[src/sv/pwa_pkg.sv]
// ----------------------------------------------------------------------------
// pwa_pkg: shared types and constants
// Widths, status codes and controller/datapath command and status structs.
// ----------------------------------------------------------------------------
package pwa_pkg;

  localparam int PIXEL_DEPTH = 65536;
  localparam int AddrW       = $clog2(PIXEL_DEPTH);
  localparam int IdxW        = 16;

  localparam logic [1:0] ST_OK      = 2'd0;
  localparam logic [1:0] ST_RANGE   = 2'd1;
  localparam logic [1:0] ST_ZERO    = 2'd2;
  localparam logic [1:0] ST_CLEARED = 2'd3;

  localparam logic KIND_ACC   = 1'b0;
  localparam logic KIND_CLEAR = 1'b1;

  localparam logic [1:0] REG_WIDTH = 2'd0;
  localparam logic [1:0] REG_MINX  = 2'd1;
  localparam logic [1:0] REG_MINY  = 2'd2;

  typedef struct packed {
    logic load;      // capture input, start address calc
    logic mul;       // address multiply stage
    logic rd;        // memory read
    logic prep;      // compute total, multiply products
    logic div_start; // start the divider
    logic wr;        // write back to the memories
    logic clr_step;  // one entry of the weight clear sweep
    logic clr_start;
  } pwa_cmd_t;

  typedef struct packed {
    logic is_clear;
    logic in_range;
    logic zero_total;
    logic div_done;
    logic clr_done;
  } pwa_stat_t;

endpackage

[src/sv/pwa_ctrl.sv]
// ----------------------------------------------------------------------------
// pwa_ctrl: sequencing state machine
// Steps one request through address, read, blend, divide and write back,
// or through the weight clear sweep; owns the handshake and result valid.
// ----------------------------------------------------------------------------
module pwa_ctrl (
  input  logic               clk,
  input  logic               rst_n,
  input  logic               in_valid,
  output logic               in_ready,
  output logic               out_valid,
  input  logic               out_ready,
  output pwa_pkg::pwa_cmd_t  cmd,
  input  pwa_pkg::pwa_stat_t stat,
  output logic               res_load
);

  localparam logic [3:0] S_INIT  = 4'd0;
  localparam logic [3:0] S_IDLE  = 4'd1;
  localparam logic [3:0] S_MUL   = 4'd2;
  localparam logic [3:0] S_CHK   = 4'd3;
  localparam logic [3:0] S_RD    = 4'd4;
  localparam logic [3:0] S_PREP  = 4'd5;
  localparam logic [3:0] S_DIVGO = 4'd6;
  localparam logic [3:0] S_DIV   = 4'd7;
  localparam logic [3:0] S_WR    = 4'd8;
  localparam logic [3:0] S_CLR   = 4'd9;
  localparam logic [3:0] S_DONE  = 4'd10;

  logic [3:0] state_r, state_nxt;
  logic       ov_r, ov_nxt;

  // result register frees when taken; next request may enter meanwhile
  assign in_ready  = (state_r == S_IDLE);
  assign out_valid = ov_r;

  always_comb begin
    state_nxt = state_r;
    ov_nxt    = ov_r && !out_ready;
    cmd       = '0;
    res_load  = 1'b0;
    case (state_r)
      S_INIT: begin
        cmd.clr_step = 1'b1;
        if (stat.clr_done) state_nxt = S_IDLE;
      end
      S_IDLE: begin
        if (in_valid) begin
          cmd.load  = 1'b1;
          state_nxt = S_MUL;
        end
      end
      S_MUL: begin
        cmd.mul   = 1'b1;
        state_nxt = S_CHK;
      end
      S_CHK: begin
        if (stat.is_clear) begin
          cmd.clr_start = 1'b1;
          state_nxt     = S_CLR;
        end else if (!stat.in_range) state_nxt = S_DONE;
        else state_nxt = S_RD;
      end
      S_RD: begin
        cmd.rd    = 1'b1;
        state_nxt = S_PREP;
      end
      S_PREP: begin
        cmd.prep  = 1'b1;
        state_nxt = S_DIVGO;
      end
      S_DIVGO: begin
        if (stat.zero_total) state_nxt = S_WR;
        else begin
          cmd.div_start = 1'b1;
          state_nxt     = S_DIV;
        end
      end
      S_DIV: begin
        if (stat.div_done) state_nxt = S_WR;
      end
      S_WR: begin
        cmd.wr    = 1'b1;
        state_nxt = S_DONE;
      end
      S_CLR: begin
        if (stat.clr_done) state_nxt = S_DONE;
        else cmd.clr_step = 1'b1;
      end
      S_DONE: begin
        if (!ov_nxt) begin
          res_load  = 1'b1;
          ov_nxt    = 1'b1;
          state_nxt = S_IDLE;
        end
      end
      default: state_nxt = S_IDLE;
    endcase
  end

  always_ff @(posedge clk) begin
    if (!rst_n) begin
      state_r <= S_INIT;
      ov_r    <= 1'b0;
    end else begin
      state_r <= state_nxt;
      ov_r    <= ov_nxt;
    end
  end

endmodule

[config.mk]
export PLATFORM = sky130hd
export DESIGN_NAME = pwa_ctrl
export DESIGN_NICKNAME = d
export VERILOG_FILES = /design/src/sv/pwa_pkg.sv /design/src/sv/pwa_ctrl.sv
export SDC_FILE = /design/constraint.sdc
export NUM_CORES = 1
export LEC_CHECK = 0
export ABC_AREA = 1
export BUFFER_PORTS_ARGS = -buffer_cell sky130_fd_sc_hd__clkbuf_2
export CORE_AREA = 3 3 40 42
export CTS_CLUSTER_DIAMETER = 50
export DETAILED_ROUTE_END_ITERATION = 8
export DIE_AREA = 0 0 43 45
export GPL_TIMING_DRIVEN = 0
export PLACE_DENSITY = 0.7
export SYNTH_ARGS = -nofsm -noshare
export SYNTH_HDL_FRONTEND = slang
export SYNTH_SLANG_ARGS = --single-unit
[constraint.sdc]
create_clock -name clk -period 1.17 [get_ports clk]
set_clock_uncertainty 0.05 [all_clocks]
set_input_delay 0.0585 -clock clk [delete_from_list [all_inputs] [get_ports clk]]
set_output_delay 0.0585 -clock clk [all_outputs]
set_load 0.1 [all_outputs]
==> results of run 1 <==
## Yosys cell counts
cell / number / area [um^2]
sky130_fd_sc_hd__inv_1: 20 / 75.1
sky130_fd_sc_hd__nand4_1: 1 / 6.26
sky130_fd_sc_hd__nor3_1: 1 / 5.00
sky130_fd_sc_hd__or2_2: 1 / 6.26
sky130_fd_sc_hd__nor2_1: 16 / 60.1
sky130_fd_sc_hd__dfxtp_1: 5 / 100
sky130_fd_sc_hd__a21oi_2: 1 / 8.76
sky130_fd_sc_hd__nor2_4: 3 / 33.8
sky130_fd_sc_hd__a21oi_1: 3 / 15.0
sky130_fd_sc_hd__o21ai_0: 3 / 15.0
sky130_fd_sc_hd__nand3_2: 1 / 10.0
sky130_fd_sc_hd__nand3b_2: 1 / 11.3
sky130_fd_sc_hd__nor2_2: 3 / 18.8
sky130_fd_sc_hd__nand3_1: 8 / 40.0
sky130_fd_sc_hd__inv_2: 5 / 18.8
sky130_fd_sc_hd__nand2_2: 5 / 31.3
sky130_fd_sc_hd__nand2_1: 22 / 82.6
## through the flow
step / utilization [%] / hold WS, ns / cells / setup WS (ns)
after floorplan: - / 0.125 / 99 / -0.347
after global placement: 62.0 / 0.232 / 133 / -0.310
after detailed placement: 62.0 / 0.233 / 133 / -0.320
after CTS: 90.7 / 0.0686 / 150 / -0.261
## what timing repair did
action | 4_1_cts
pin swaps | 7
buffers inserted | 12
endpoints found under the setup margin | 13
resized for setup | 39
hold endpoints to repair | 1
hold buffers | 1
## cells by family after synthesis
family,share of synthesized area (%)
DFF,18.6
AOI/OAI and AO/OA,7.21
buffers and inverters,17.4
and+or+nand+nor,56.7
==> results_dict.tcl, run 1 <==
set metrics [dict create \
    fp.dieH_um 45 \
    io_buffers 19 \
    result_of_the_run "aborted with a tool error" \
    synth.cell_area_um2 538 \
    post-dp-hpwl_um 1180 \
    fp.dieW_um 43 \
    postSynthNetCount 108 \
    initial_utilization_pct 41.9 \
    placementRows 13 \
    clockBufferDepth 2 \
    grt_max_degree 6 \
    run.stop_error "[ERROR DPL-0038] Utilization greater than 100%, impossible to legalize" \
    h-tree-depth 1 \
    synthesis.yosys.warnings 0 \
    synth.yosys.seq_area_share_pct 18.6 \
    placed_area_um2 797 \
    globalplace.congestion 0.868 \
    cts_made_buffers 3 \
    ys_seq_elements 5 \
    haltStage "5_1_grt" \
    netlist_instances 99 \
    worst_endpoint_after_grt_repair "cmd[7]" \
    design.portCount 20 \
    cts.sinks 5 \
    clk_root_buffer_cell "sky130_fd_sc_hd__clkbuf_4" \
    synth.distinct_cells 17 \
    synth_area_per_cell_um2 5.43 \
    timing.worst_endpoint.kind "output port" \
]
==> run 2: changes to the inputs <==
--- a/config.mk
+++ b/config.mk
@@ -7,12 +7,11 @@
 export LEC_CHECK = 0
 export ABC_AREA = 1
 export BUFFER_PORTS_ARGS = -buffer_cell sky130_fd_sc_hd__clkbuf_2
-export CORE_AREA = 3 3 40 42
-export CTS_CLUSTER_DIAMETER = 50
+export CORE_AREA = 3 3 64 66
 export DETAILED_ROUTE_END_ITERATION = 8
-export DIE_AREA = 0 0 43 45
+export DIE_AREA = 0 0 67 69
 export GPL_TIMING_DRIVEN = 0
-export PLACE_DENSITY = 0.7
+export PLACE_DENSITY_LB_ADDON = 0.15
 export SYNTH_ARGS = -nofsm -noshare
 export SYNTH_HDL_FRONTEND = slang
 export SYNTH_SLANG_ARGS = --single-unit
==> constraint.sdc (replaced) <==
create_clock -name clk -period 1.5 [get_ports clk]
set_clock_uncertainty 0.05 [all_clocks]
set_input_delay 0.075 -clock clk [delete_from_list [all_inputs] [get_ports clk]]
set_output_delay 0.075 -clock clk [all_outputs]
set_load 0.1 [all_outputs]
==> results_dict.tcl, run 2 <==
set metrics [dict create \
    synth.yosys.seq_area_share_pct 18.6 \
    signal_arrival_time_at_the_worst_endpoint_ns 1.32 \
    initial_utilization_pct 14.8 \
    crit_path_end_kind "primary output" \
    synth.cell_area_um2 538 \
    layout_setup_ws_ns 0.0503 \
    clockBufferDepth 2 \
    detailroute.wirelength.met3_um 60 \
    io_buffers 19 \
    worst-path-max-fanout 4 \
    cell_accounting_for_the_most_synthesized_area "sky130_fd_sc_hd__dfxtp_1" \
    tightestPinTransition_ns 0.539 \
    maxSlewViolCount 0 \
    placementRows 22 \
    multi_input_logic_area_um2 407 \
    cts_made_buffers 3 \
    most_common_library_cell_in_the_layout_ignoring_fill_and_taps "sky130_fd_sc_hd__nand2_1" \
    largest_register_ff_count 4 \
    clk_pin_slew_ns 0.03 \
    fin_crit_sh_pct 96.6 \
    synth_edf_count 0 \
    power_density_nw_per_um2 1780 \
    h-tree-depth 1 \
    first_global_vias 647 \
    min_period_ns 1.45 \
    registers.top_by_ff_count "state_r" \
    cts_tree "built" \
    detailedRoute.firstIterationViolations 19 \
    yosysTopAreaCellShare_pct 18.6 \
    floorplan.die_area_um2 4620 \
    timing_worst_setup_path_type "reg -> out" \
    cap_violations 0 \
    synthToLayoutAreaGrowth_pct 68.1 \
    grt_max_degree 8 \
    final_hold_viol_count 0 \
    synth.most_common_cell "sky130_fd_sc_hd__nand2_1" \
    crit_path_cell_trace "inv_2 -> nor2_4 -> inv_2 -> nor3_4 -> clkbuf_16" \
    timing.critical_path.mode_cell "sky130_fd_sc_hd__inv_2" \
    static-leakage-power_nw 0.467 \
    area.sequential_um2 111 \
    vias 626 \
    net_count_final 132 \
    post-cts-setup-buffer-count 0 \
    fill_cell_instance_count_of_the_final_layout 417 \
    worst_slew_margin_rel_pct 64.3 \
    postSynthNetCount 108 \
    gr-total-overflow 0 \
    synthesis.yosys.warnings 0 \
    synth_area_per_cell_um2 5.43 \
    synth.top_cells.by_area "sky130_fd_sc_hd__dfxtp_1, sky130_fd_sc_hd__nand2_1, sky130_fd_sc_hd__inv_1, sky130_fd_sc_hd__nor2_1, sky130_fd_sc_hd__nand3_1" \
    netlist_instances 99 \
    core-area_um2 3630 \
    placement_setup_slack_ns 0.00958 \
    clock_latency_ns 0.22 \
    hold_path.class "in -> reg" \
    grt_pass1_wl_um 2710 \
    global_route.usage.total_pct 7.46 \
    grt_setup_unrepaired "true" \
    result_of_the_run "finished, final reports clean" \
    drtPass1Iterations 4 \
    synth_top_flop_cell "sky130_fd_sc_hd__dfxtp_1" \
    globalplace.congestion 0.806 \
    design.portCount 20 \
    fp.dieH_um 69 \
    layout.core_utilization_pct 24.9 \
    finalPower_mw 1.61 \
    drc_markers 0 \
    avgRoutedWirePerCell_um 9.04 \
    ys_async_sr_fraction_pct 0 \
    timing.critical_path.from_type "flop" \
    hold_slack_ns 0.0304 \
    diodes 0 \
    max-vdd-ir-drop_uv 486 \
    fp.dieW_um 67 \
    cts.sinks 5 \
    grt_antenna_before_repair 0 \
    detail-route-antenna-nets 0 \
    final_layout_size_suffix_gt1_share_pct 46.7 \
    synth_common_cells "sky130_fd_sc_hd__nand2_1, sky130_fd_sc_hd__inv_1, sky130_fd_sc_hd__nor2_1" \
    ys_seq_elements 5 \
    layout_common_cells "sky130_fd_sc_hd__nand2_1, sky130_fd_sc_hd__inv_1, sky130_fd_sc_hd__nor2_1" \
    top_layer "met4" \
    cpMaxStageDelayCell "sky130_fd_sc_hd__dfxtp_4" \
    drt-total-wl_um 1540 \
    met2RoutedLength_um 801 \
    cp.required_ns 1.37 \
    synth.distinct_cells 17 \
    drt-met1-wl_um 644 \
    max_freq_mhz 690 \
    critical_path.max_stage_delay_ns 0.37 \
    post-dp-hpwl_um 1340 \
    vias_per_cell 3.68 \
    clk_root_buffer_cell "sky130_fd_sc_hd__clkbuf_8" \
    finalSetupViolations 0 \
]
[run 2: cell counts after synthesis]
No cell type changed its count.
[run 2: what timing repair did]
item,in CTS,in global routing
resized for setup,20,9
endpoints found under the hold margin,0,0
pin swaps,0,2
hold buffers,0,0
setup endpoints to repair,10,7
[run 2: final cells by class]
cell class / instances / share of cell area [%]
sequential: 5 / 12.3
timing repair buffer: 19 / 20.7
inverter: 25 / 10.4
clock buffer: 4 / 4.98
multi-input combinational: 69 / 45.0
tap: 48 / 6.64
[run 2: worst paths after layout]
check                           slack [ns]                    start  cells past startpoint                       to
worst min register to register        0.58     out_valid$_SDFF_PN0_                      4     out_valid$_SDFF_PN0_
worst max register to register        0.25  state_r[3]$_SDFFE_PN0P_                      8  state_r[3]$_SDFFE_PN0P_
worst min-delay path                  0.03                    rst_n                      3  state_r[0]$_SDFFE_PN0P_
worst max-delay path                  0.05  state_r[0]$_SDFFE_PN0P_                      5                   cmd[7]
[run 2: cells by family after synthesis]
family	Yosys count	synth area share (%)
simple gates	62	56.7
buf+inv	25	17.4
compound gates	7	7.21
flops	5	18.6
[run 2: where the power goes]
part	internal [mW]	switching, mW
registers	0.173	0.0564
logic	0.331	0.804
clock network	0.182	0.0648
[run 2: routing by layer]
layer  vias to the layer above  global-route usage, %
met5                         -                      0
met4                         0                   4.95
met3                         4                   1.47
met2                         9                   12.1
met1                       272                   8.56
li1                        341                      -
[run 2: worst max-delay path, delay by kind of cell, from the launching register on]
kind / cells / cell delay (ns)
buffers and inverters: 3 / 0.38
flip-flops: 1 / 0.37
AND/OR/NAND/NOR: 2 / 0.35
[run 2: metrics by stage]
| stage | instances | area, um^2 | TNS, ns |
|---|---|---|---|
| floorplan | 99 | 599 | -0.136 |
| global placement | 166 | 754 | 0 |
| detailed placement | 166 | 754 | 0 |
| CTS | 170 | 886 | 0 |
| global route | 170 | 905 | -0.00873 |
| finish | 170 | 905 | 0 |
Note: power is estimated with default switching activity, not from simulation.
